$ cat config.mk
export PLATFORM = sky130hd
export DESIGN_NAME = vnorm_lane_sq
export DESIGN_NICKNAME = d
export VERILOG_FILES = /design/src/sv/vector3_normalize_core_assert.svh /design/src/sv/vnorm_lane_sq.sv
export SDC_FILE = /design/constraint.sdc
export NUM_CORES = 2
export LEC_CHECK = 0
export ABC_CLOCK_PERIOD_IN_PS = 14300
export BUFFER_PORTS_ARGS = -buffer_cell sky130_fd_sc_hd__buf_2
export CAP_MARGIN = 20
export CORE_MARGIN = 3
export CORE_UTILIZATION = 65
export CTS_CLUSTER_DIAMETER = 50
export CTS_CLUSTER_SIZE = 24
export DETAILED_ROUTE_END_ITERATION = 16
export PLACE_DENSITY_LB_ADDON = 0.3
export SYNTH_ARGS = -nofsm -noshare
export SYNTH_HDL_FRONTEND = slang
export SYNTH_SLANG_ARGS = --single-unit
$ cat constraint.sdc
create_clock -name clk -period 14.3 [get_ports clk]
set_input_delay 1.43 -clock clk [delete_from_list [all_inputs] [get_ports clk]]
set_output_delay 1.43 -clock clk [all_outputs]
set_load 0.02 [all_outputs]
$ cat src/sv/vector3_normalize_core_assert.svh
// Assertion macros shared by the vector normalisation block.
`ifndef VECTOR3_NORMALIZE_CORE_ASSERT_SVH
`define VECTOR3_NORMALIZE_CORE_ASSERT_SVH

// Whenever the antecedent holds, the consequent must hold in the same cycle.
`define VNORM_ASSERT_IMP(lbl, ante, cons) \
  lbl: assert property (@(posedge clk) disable iff (!rst_n) (ante) |-> (cons)) \
    else $error("vnorm: check failed");

// Two expressions must always agree.
`define VNORM_ASSERT_EQ(lbl, a, b) \
  lbl: assert property (@(posedge clk) disable iff (!rst_n) (a) == (b)) \
    else $error("vnorm: values disagree");

`endif

$ cat src/sv/vnorm_lane_sq.sv
`timescale 1ns / 1ps
module vnorm_lane_sq (
  input  logic        clk,
  input  logic        en,
  input  logic [31:0] comp,
  output logic [31:0] mag_r,
  output logic        neg_r,
  output logic [63:0] sq_r
);

  logic [31:0] mag_nxt;

  // Two's complement magnitude; -2^31 gives 2^31, which still fits unsigned.
  assign mag_nxt = comp[31] ? (32'd0 - comp) : comp;

  always_ff @(posedge clk) begin
    if (en) begin
      mag_r <= mag_nxt;
      neg_r <= comp[31];
      sq_r  <= 64'(mag_nxt) * 64'(mag_nxt);
    end
  end

endmodule

==> results.md <==
* Clock root buffer: clkbuf_16
* Initial DRC Count at about 1900
* Most frequent cells in the layout: inv_1 (999), fa_1 (795), nand2_1 (302), ha_1 (283), nor2_1 (272)
* Top FF cell, synth: edfxtp_1
* Detail Route Antenna Nets at 0
* Filler cell count at approximately 3700
* Remaining global-route overflow at 0
* Avg Cell Area, Syn at around 9.5 um^2
* Status: finished, final reports clean
* Cell count after synthesis at 3381
* Util after Layout at 0.7037
* Finished Layout Cells at 4127
* RD Place Congestion at roughly 1.1
* Setup Fix Bufs, Post-CTS at 0
* Ys Warns at 0
* Tmin final at 12150 ps
* Post-synth top area share at 0.4937
* Max_cap viols at 0
* Yosys reg bits at 95
* Wire length per cell at around 23 um
* Register area share after synthesis at 0.08849
* Post-DP HPWL at 77.40 mm
* Port bufs at 129
* Synth-to-layout area growth at 5.531%
* Residual DRC at 0
* Vias in the first global route at around 26000
* Tcrit/Tclk final at 0.8494
* CTS Hold Bufs at 0
* Final hold vios at 0
* Most common cell after layout, fill and taps aside: inv_1
* Actual slew at the worst max-slew pin at around 1100 ps
* Std cell rows at 80
* Worst min path class: input port to register
* Setup TNS at 0 ps
* Netlist Area Pre-Place at 0.03224 mm^2
* Placed insts at 4111
* Critical path data arrival time at 12270 ps
* Die Span X at 228.7 um
* Worst Path Max Fanout at 19
* CTS buffer count at 9
* CP max stage delay at 720 ps
* Share of cells above drive strength 1 at 0.06338
* DR vias/cell at around 5.8
* Worst path slowest cell: a211oi_1
* Number of nets in the layout at approximately 4600
* CTS tree: built
* Req. time, crit path at 14430 ps
* WL final at 95.10 mm
* Worst slew margin at 0.2343
* Dominant cell type by area after synthesis: fa_1
* Hold WS at 1438 ps
* Netlist cell types at 64
* Core Box Area at 0.04835 mm^2
* Clock Tree Buf Depth at 2
* IO Pins at 131
* WHS Path Cells at 2
* Global Route Usage Sum at 0.3804
* Top cells by area, synth: fa_1 (49%), inv_1 (12%), ha_1 (11%)
* CP endpoint kind: register
* # setup viols final at 0
* Pre-antenna DRT Iters at 6
* Vias at around 24000
* RSZ-0062 raised after global routing: no
* Sink Count at 95
* First-pass GRT wire length at 149.5 mm
* Crit path kind: input port to register
* Worst-path clk slew at 70 ps
* CP Launch Type: input port
* Post-CTS sizing at 0
* Worst Hold Endpoint: sq_r[2]
* Initial antenna violation count at 1
* Htree depth at 3
* Slew Limit Fails at 0
* Die Footprint at 0.05230 mm^2
* Post-synth EDFFs at 95
* Async set or reset register ratio after synthesis at 0
* Min-delay src: comp[1]
* Die Height at 228.7 um
* Initial core utilization at 0.6668
* CP most frequent cell: fa_1
* # diodes at 0
* Fmax at 0.08233 GHz
* Largest net degree at the start of global routing at 67
how the worst max path moves through the flow:
| stage | from | endpoint | slack [ps] | depth (start not counted) |
|---|---|---|---|---|
| 3_3_place_gp | comp[5] | sq_r[57] | 2080 | 33 |
| 3_5_place_dp | comp[5] | sq_r[57] | 1900 | 33 |
| 2_1_floorplan | comp[0] | sq_r[57] | 3110 | 38 |
| 6_report | comp[6] | sq_r[57] | 2150 | 33 |
| 4_1_cts | comp[5] | sq_r[57] | 2260 | 33 |
| 5_1_grt | comp[5] | sq_r[57] | 1690 | 33 |
critical path: cells and delay by family:
family          cells  cell delay, ps
fa+ha+maj           9            4370
compound gates      9            2640
xor+xnor            1             150
buf+inv             7            1160
simple gates        7            2490
stage by stage:
stage,setup WS [ps],cell area (um^2)
5_1_grt,1690,34020
4_1_cts,2256,34020
6_report,2154,34020
3_5_place_dp,1895,33750
3_3_place_gp,2075,33710
2_1_floorplan,3113,32330
cells in the mapped netlist (4+ instances only):
cell,instances
a211oi_1,4
or4_1,7
fa_1,795
ha_1,283
o21a_1,17
nand2b_1,4
buf_1,7
o21ai_0,50
or3_1,10
nor4_1,5
nor2_1,272
and3_1,11
nand3_1,20
xor2_1,46
nor3_1,14
a21oi_1,80
edfxtp_1,95
inv_2,5
inv_1,999
o31ai_1,10
buf_2,6
xnor2_1,68
nand4_1,22
nand2_1,302
or2_2,6
clkbuf_1,107
a31oi_1,14
o21bai_1,11
and2_1,7
o211ai_1,7
a21o_1,42
sequential cells by signal, summed over array words and instances, names as in the netlist:
| register | flops |
|---|---|
| neg_r | 1 |
| mag_r | 32 |
| sq_r | 62 |
cells by family (layout without fill, tap and decap cells):
group	Yosys count	in the layout	share of synthesized area
compound gates	267	267	0.05372
xor+xnor	115	115	0.03148
fa+ha+maj	1078	1078	0.6035
buf+inv	1132	1197	0.1327
flops	95	95	0.08849
mux	1	1	0.0003493
other cells	2	27	0.0002330
simple gates	691	691	0.08950
layer usage:
layer  vias up  global-route usage  share of wire
met3       387             0.07054          0.097
met5         -                   0        0.00019
li1      10090                   -              -
met1     12130              0.4667           0.34
met4         2              0.2528          0.086
met2      1360              0.6208           0.48
layout make-up:
| cell class | count | area [um^2] | share of cell area |
|---|---|---|---|
| clock buffers | 11 | 232.7 | 0.006841 |
| flip-flops and latches | 95 | 2853 | 0.08385 |
| repair buffers | 173 | 1006 | 0.02957 |
| well taps | 656 | 820.8 | 0.02413 |
| multi-input cells | 2179 | 25290 | 0.7433 |
| clock inverters | 5 | 35.03 | 0.001030 |
| inverters | 1008 | 3786 | 0.1113 |
Power is not shown: default switching activity piles up to over one toggle a cycle in this logic, so the estimate is an artifact.
