### config.mk
export PLATFORM = sky130hd
export DESIGN_NAME = vnorm_div
export DESIGN_NICKNAME = d
export VERILOG_FILES = /design/src/sv/vector3_normalize_core_assert.svh /design/src/sv/vnorm_pkg.sv /design/src/sv/vnorm_div.sv
export SDC_FILE = /design/constraint.sdc
export NUM_CORES = 2
export LEC_CHECK = 0
export BUFFER_PORTS_ARGS = -buffer_cell sky130_fd_sc_hd__buf_4
export CAP_MARGIN = 30
export CELL_PAD_IN_SITES_DETAIL_PLACEMENT = 1
export CELL_PAD_IN_SITES_GLOBAL_PLACEMENT = 2
export CORE_MARGIN = 1
export CORE_UTILIZATION = 48
export CTS_CLUSTER_SIZE = 10
export DETAILED_ROUTE_END_ITERATION = 8
export PLACE_DENSITY = 0.84
export SYNTH_ARGS = -nofsm -noshare
export SYNTH_HDL_FRONTEND = slang
export SYNTH_SLANG_ARGS = --single-unit
### constraint.sdc
create_clock -name clk -period 7.6 [get_ports clk]
set_clock_uncertainty 0.15 [all_clocks]
set_input_delay 1.52 -clock clk [delete_from_list [all_inputs] [get_ports clk]]
set_output_delay 1.52 -clock clk [all_outputs]
set_load 0.05 [all_outputs]
### src/sv/vector3_normalize_core_assert.svh
// Assertion macros shared by the vector normalisation block.
`ifndef VECTOR3_NORMALIZE_CORE_ASSERT_SVH
`define VECTOR3_NORMALIZE_CORE_ASSERT_SVH

// Whenever the antecedent holds, the consequent must hold in the same cycle.
`define VNORM_ASSERT_IMP(lbl, ante, cons) \
  lbl: assert property (@(posedge clk) disable iff (!rst_n) (ante) |-> (cons)) \
    else $error("vnorm: check failed");

// Two expressions must always agree.
`define VNORM_ASSERT_EQ(lbl, a, b) \
  lbl: assert property (@(posedge clk) disable iff (!rst_n) (a) == (b)) \
    else $error("vnorm: values disagree");

`endif

### src/sv/vnorm_pkg.sv
`timescale 1ns / 1ps
package vnorm_pkg;

  localparam int unsigned LANES      = 3;
  localparam int unsigned COMP_W     = 32;
  localparam int unsigned SQRT_STAGES = 32;
  localparam int unsigned DIV_STAGES  = 31;

  // Magnitudes and signs that ride alongside the square root.
  typedef struct packed {
    logic [LANES-1:0][COMP_W-1:0] mag;
    logic [LANES-1:0]             neg;
  } vnorm_side_t;

endpackage

### src/sv/vnorm_div.sv
`timescale 1ns / 1ps
module vnorm_div (
  input  logic        clk,
  input  logic        en,
  input  logic [31:0] mag,
  input  logic        neg,
  input  logic [31:0] len,
  output logic [30:0] quot,
  output logic        neg_out,
  output logic [31:0] len_out
);

  localparam int unsigned N = vnorm_pkg::DIV_STAGES;

  logic [31:0] rem_r  [1:N];
  logic [30:0] dvd_r  [1:N];
  logic [30:0] q_r    [1:N];
  logic        neg_r  [1:N];
  logic [31:0] len_r  [1:N];

  logic [31:0] rem_p  [0:N-1];
  logic [30:0] dvd_p  [0:N-1];
  logic [30:0] q_p    [0:N-1];
  logic        neg_p  [0:N-1];
  logic [31:0] len_p  [0:N-1];

  genvar k;
  generate
    for (k = 0; k < N; k++) begin : g_stage
      logic [32:0] rem_sh;
      logic        take;

      if (k == 0) begin : g_first
        // Dividend is mag * 2^30; its top 31 bits are below the length already.
        assign rem_p[k] = {1'b0, mag[31:1]};
        assign dvd_p[k] = {mag[0], 30'd0};
        assign q_p[k]   = '0;
        assign neg_p[k] = neg;
        assign len_p[k] = len;
      end else begin : g_next
        assign rem_p[k] = rem_r[k];
        assign dvd_p[k] = dvd_r[k];
        assign q_p[k]   = q_r[k];
        assign neg_p[k] = neg_r[k];
        assign len_p[k] = len_r[k];
      end

      assign rem_sh = {rem_p[k], dvd_p[k][30]};
      assign take   = (rem_sh >= {1'b0, len_p[k]});

      always_ff @(posedge clk) begin
        if (en) begin
          rem_r[k+1] <= take ? 32'(rem_sh - {1'b0, len_p[k]}) : rem_sh[31:0];
          dvd_r[k+1] <= {dvd_p[k][29:0], 1'b0};
          q_r[k+1]   <= {q_p[k][29:0], take};
          neg_r[k+1] <= neg_p[k];
          len_r[k+1] <= len_p[k];
        end
      end
    end
  endgenerate

  assign quot    = q_r[N];
  assign neg_out = neg_r[N];
  assign len_out = len_r[N];

endmodule

==> results.yml <==
setup_path:
  worst_r2r_endpoint: "rem_r[11][3]"
  master_of_the_slowest_instance_on_the_critical_path: "sky130_fd_sc_hd__a221o_1"
  cp.arrival_ns: 5.29
  startpoint_of_the_most_critical_setup_path: "len_r[10][33]"
  path_cells: "inv_1 > ha_1 > nor2b_1 > o31a_1 > nor3_1 > o211ai_1 > a221o_1 > a311oi_4 > o21a_4 > nand2_2 > a211oi_4 > buf_4 > mux2_2"
  critical_path_depth: 13
  timing.critical_path.max_delay_family: "compound AO/OA/AOI/OAI gates"
  cpPeakStageDelay_ns: 0.58
  crit-reg2reg-launch: "len_r[10][33]"
  worst-endpoint-required_ns: 8.08
  r2r.worst_path.cells: 13
  ff2ff_setup_slack_ns: 2.79
  end_point_of_the_critical_path: "rem_r[11][3]"
  crit_path_end_kind: "flip-flop"
  critPathBufInv: 2
  setup.worst_path.class: "flip-flop to flip-flop"
  crit_path_max_fanout: 33
  worstSetupStartpointType: "flip-flop"
final_layout:
  filler_cell_count: 29820
  fin_nets: 13360
  share_of_cells_above_drive_strength_1_pct: 8.898
  finish.cell_count_without_fillers: 16190
  layout-area-overhead-vs-synth_pct: 10.21
  post-route-cell-area_sq_um: 152000
timing:
  hold_viol: 0
  max_freq_mhz: 208.1
  rsz0062_at_grt: "no"
  worst-slew-pin-transition_ns: 1.154
  timing.slew.headroom_pct: 23.08
  setup_viol: 0
  final_number_of_max_transition_violations: 0
  min_period_over_period_pct: 63.24
  tns_ns: 0
  final.min_clock_period_ns: 4.807
  final.setup.worst_slack_ns: 2.793
logic_synthesis:
  syn-num-nets: 13130
  synth.avg_cell_area_sq_um: 11.45
  yosys_warnings: 0
  gate_count_of_the_mapped_netlist: 12040
  post_synth_main_area_contributors: "sky130_fd_sc_hd__edfxtp_1, sky130_fd_sc_hd__ha_1, sky130_fd_sc_hd__mux2_2"
  ys_dominant_reg_cell: "sky130_fd_sc_hd__edfxtp_1"
  synthDistinctLibCells: 94
  post_synth_instance_area_sq_um: 137900
  synth_common_cells: "sky130_fd_sc_hd__edfxtp_1, sky130_fd_sc_hd__inv_1, sky130_fd_sc_hd__ha_1, sky130_fd_sc_hd__a21oi_1, sky130_fd_sc_hd__nand2_1"
  synthDominantAreaCellType: "sky130_fd_sc_hd__edfxtp_1"
  synth-edff-count: 2479
  synth-seq-cells: 2479
  synth_async_sr_flop_share_pct: 0
  yosysSeqAreaShare_pct: 53.99
  synthDominantCellAreaShare_pct: 53.99
  yosys.cell_count.top_type: "sky130_fd_sc_hd__edfxtp_1"
clock_tree:
  cts.reportedPaths.clkPinSlew_ns: 0.06
  clk_path_buf_depth: 4
  hold_buffers: 0
  clk-insertion-delay-late_ns: 0.92
  cts_tree: "built"
  post-cts-setup-buffers: 0
  ctsHtreeMaxLevel: 5
  tritoncts_num_sinks: 2479
  cts_inserted_buffers: 306
  root_buffer: "sky130_fd_sc_hd__clkbuf_16"
  post_cts.resized_instances: 0
detailed_routing:
  avgRoutedWirePerCell_microns: 23.00
  num_vias: 93660
  drtPass1Iterations: 6
  route.antenna.remaining_nets: 0
  routed_via_density: 5.786
  postRouteWirelength_mm: 372.3
  drcViolationCount: 0
  drt_first_iter_violations: 5622
grt:
  first_global_vias: 97820
  grt_start_max_net_pins: 176
  global_route_wire_length_before_repair_mm: 573.8
  antenna_found_initial: 8
  globalRoute.totalOverflow: 0
  gr-usage-all-layers_pct: 25.36
power:
  vdd_ir_drop_max_v: 0.0002366
  design_power_total_mw: 67.71
  leakage_nw: 61.68
  pwrdens_nw_per_um2: 445.5
min_path:
  hold_path.class: "flip-flop to flip-flop"
floorplan:
  design.core.area_sq_um: 285500
  num_rows: 196
  die_height_microns: 538.0
  boundaryPins: 131
  initial_utilization_pct: 48.31
  fp.dieArea_sq_um: 289400
  die_width_microns: 538.0
place:
  io_buffers: 130
  placement_cell_area_sq_um: 143400
  routabilityCongestion: 0.8959
  place_worst_setup_slack_ns: 2.228
  placedCellCount: 15730
  dp_hpwl_mm: 284.3
job:
  max-cap-violations: 0
status:
  outcome: "complete, no violations"
[cells by family after synthesis]
group,count (synthesis),synth area share (%)
fa+ha+maj,1021,9.428
buf+inv,1528,4.237
simple gates,2593,8.979
flops,2479,53.99
xor+xnor,778,4.942
mux,483,3.973
compound gates,3158,14.46
[stage by stage]
stage          hold slack [ns]  utilization (%)
2_1_floorplan           0.2503                -
4_1_cts                 0.2589            53.23
5_1_grt                 0.2634            53.24
6_report                0.2566            53.24
3_3_place_gp            0.2500            50.22
3_5_place_dp            0.2551            50.23
[registers in the layout (all words and copies together), names as in the netlist]
signal  count
rem_r     960
len_r     992
q_r       496
neg_r      31
[where the power goes]
| part | leakage (nW) | internal (mW) | switching [mW] | total, mW |
|---|---|---|---|---|
| Clock | 4.19 | 7.50 | 5.52 | 13.0 |
| Combinational | 33.2 | 13.4 | 18.4 | 31.8 |
| Sequential | 24.3 | 20.4 | 2.48 | 22.9 |
| Total | 61.7 | 41.3 | 26.4 | 67.7 |
[final cells by class]
| class | instances | area (sq um) | area share [%] |
|---|---|---|---|
| repair buffers | 204 | 1710 | 1.125 |
| multi-input cells | 8033 | 57830 | 38.05 |
| diodes | 7 | 17.52 | 0.01153 |
| clock buffers | 372 | 7990 | 5.258 |
| well taps | 3762 | 4707 | 3.097 |
| clock inverters | 79 | 578.1 | 0.3804 |
| inverters | 1252 | 4700 | 3.092 |
| flip-flops and latches | 2479 | 74440 | 48.98 |
[worst reg2reg max path, stage by stage (launching register included)]
cell and delay [ns]:
sky130_fd_sc_hd__edfxtp_1 0.40, sky130_fd_sc_hd__inv_1 0.06, sky130_fd_sc_hd__ha_1 0.31, sky130_fd_sc_hd__nor2b_1 0.15, sky130_fd_sc_hd__o31a_1 0.28, sky130_fd_sc_hd__nor3_1 0.37, sky130_fd_sc_hd__o211ai_1 0.35, sky130_fd_sc_hd__a221o_1 0.58
sky130_fd_sc_hd__a311oi_4 0.41, sky130_fd_sc_hd__o21a_4 0.20, sky130_fd_sc_hd__nand2_2 0.06, sky130_fd_sc_hd__a211oi_4 0.22, sky130_fd_sc_hd__buf_4 0.56, sky130_fd_sc_hd__mux2_2 0.46
[metal layers]
layer  vias up  share of wire, %  track usage (%)
met5         -             0.013                0
met4         8               3.6            8.689
met3       631               3.1            2.787
met2      1525                50            44.78
met1     46770                43            32.25
li1      44730                 -                -
[worst min-delay path by stage]
stage	end	depth (start not counted)	from	slack, ns
2_1_floorplan	neg_r[10][0]	0	neg_r[9][1]	0.25
3_3_place_gp	q_r[13][20]	0	q_r[12][50]	0.25
3_5_place_dp	q_r[13][17]	0	q_r[12][47]	0.26
4_1_cts	q_r[11][18]	0	q_r[10][48]	0.26
5_1_grt	q_r[12][44]	0	q_r[12][12]	0.26
6_report	q_r[14][16]	0	q_r[13][46]	0.26
[placed cells by master (no fill, tap or decap), types with 143 or more instances in the layout]
cell type / synthesis / routed
sky130_fd_sc_hd__clkbuf_16: 0 / 310
sky130_fd_sc_hd__a21o_1: 488 / 488
sky130_fd_sc_hd__xnor2_1: 467 / 467
sky130_fd_sc_hd__nor3_1: 144 / 143
sky130_fd_sc_hd__a21oi_1: 898 / 897
sky130_fd_sc_hd__nand2b_1: 145 / 145
sky130_fd_sc_hd__nand3_1: 206 / 206
sky130_fd_sc_hd__xor2_1: 311 / 311
sky130_fd_sc_hd__nand4_1: 159 / 159
sky130_fd_sc_hd__buf_4: 7 / 186
sky130_fd_sc_hd__nand2_1: 818 / 817
sky130_fd_sc_hd__mux2_2: 427 / 427
sky130_fd_sc_hd__nor2_1: 618 / 618
sky130_fd_sc_hd__edfxtp_1: 2479 / 2479
sky130_fd_sc_hd__inv_1: 1252 / 1252
sky130_fd_sc_hd__nor2b_1: 145 / 145
sky130_fd_sc_hd__ha_1: 991 / 991
sky130_fd_sc_hd__o21ai_0: 780 / 779
(Power assumes the default switching activity.)
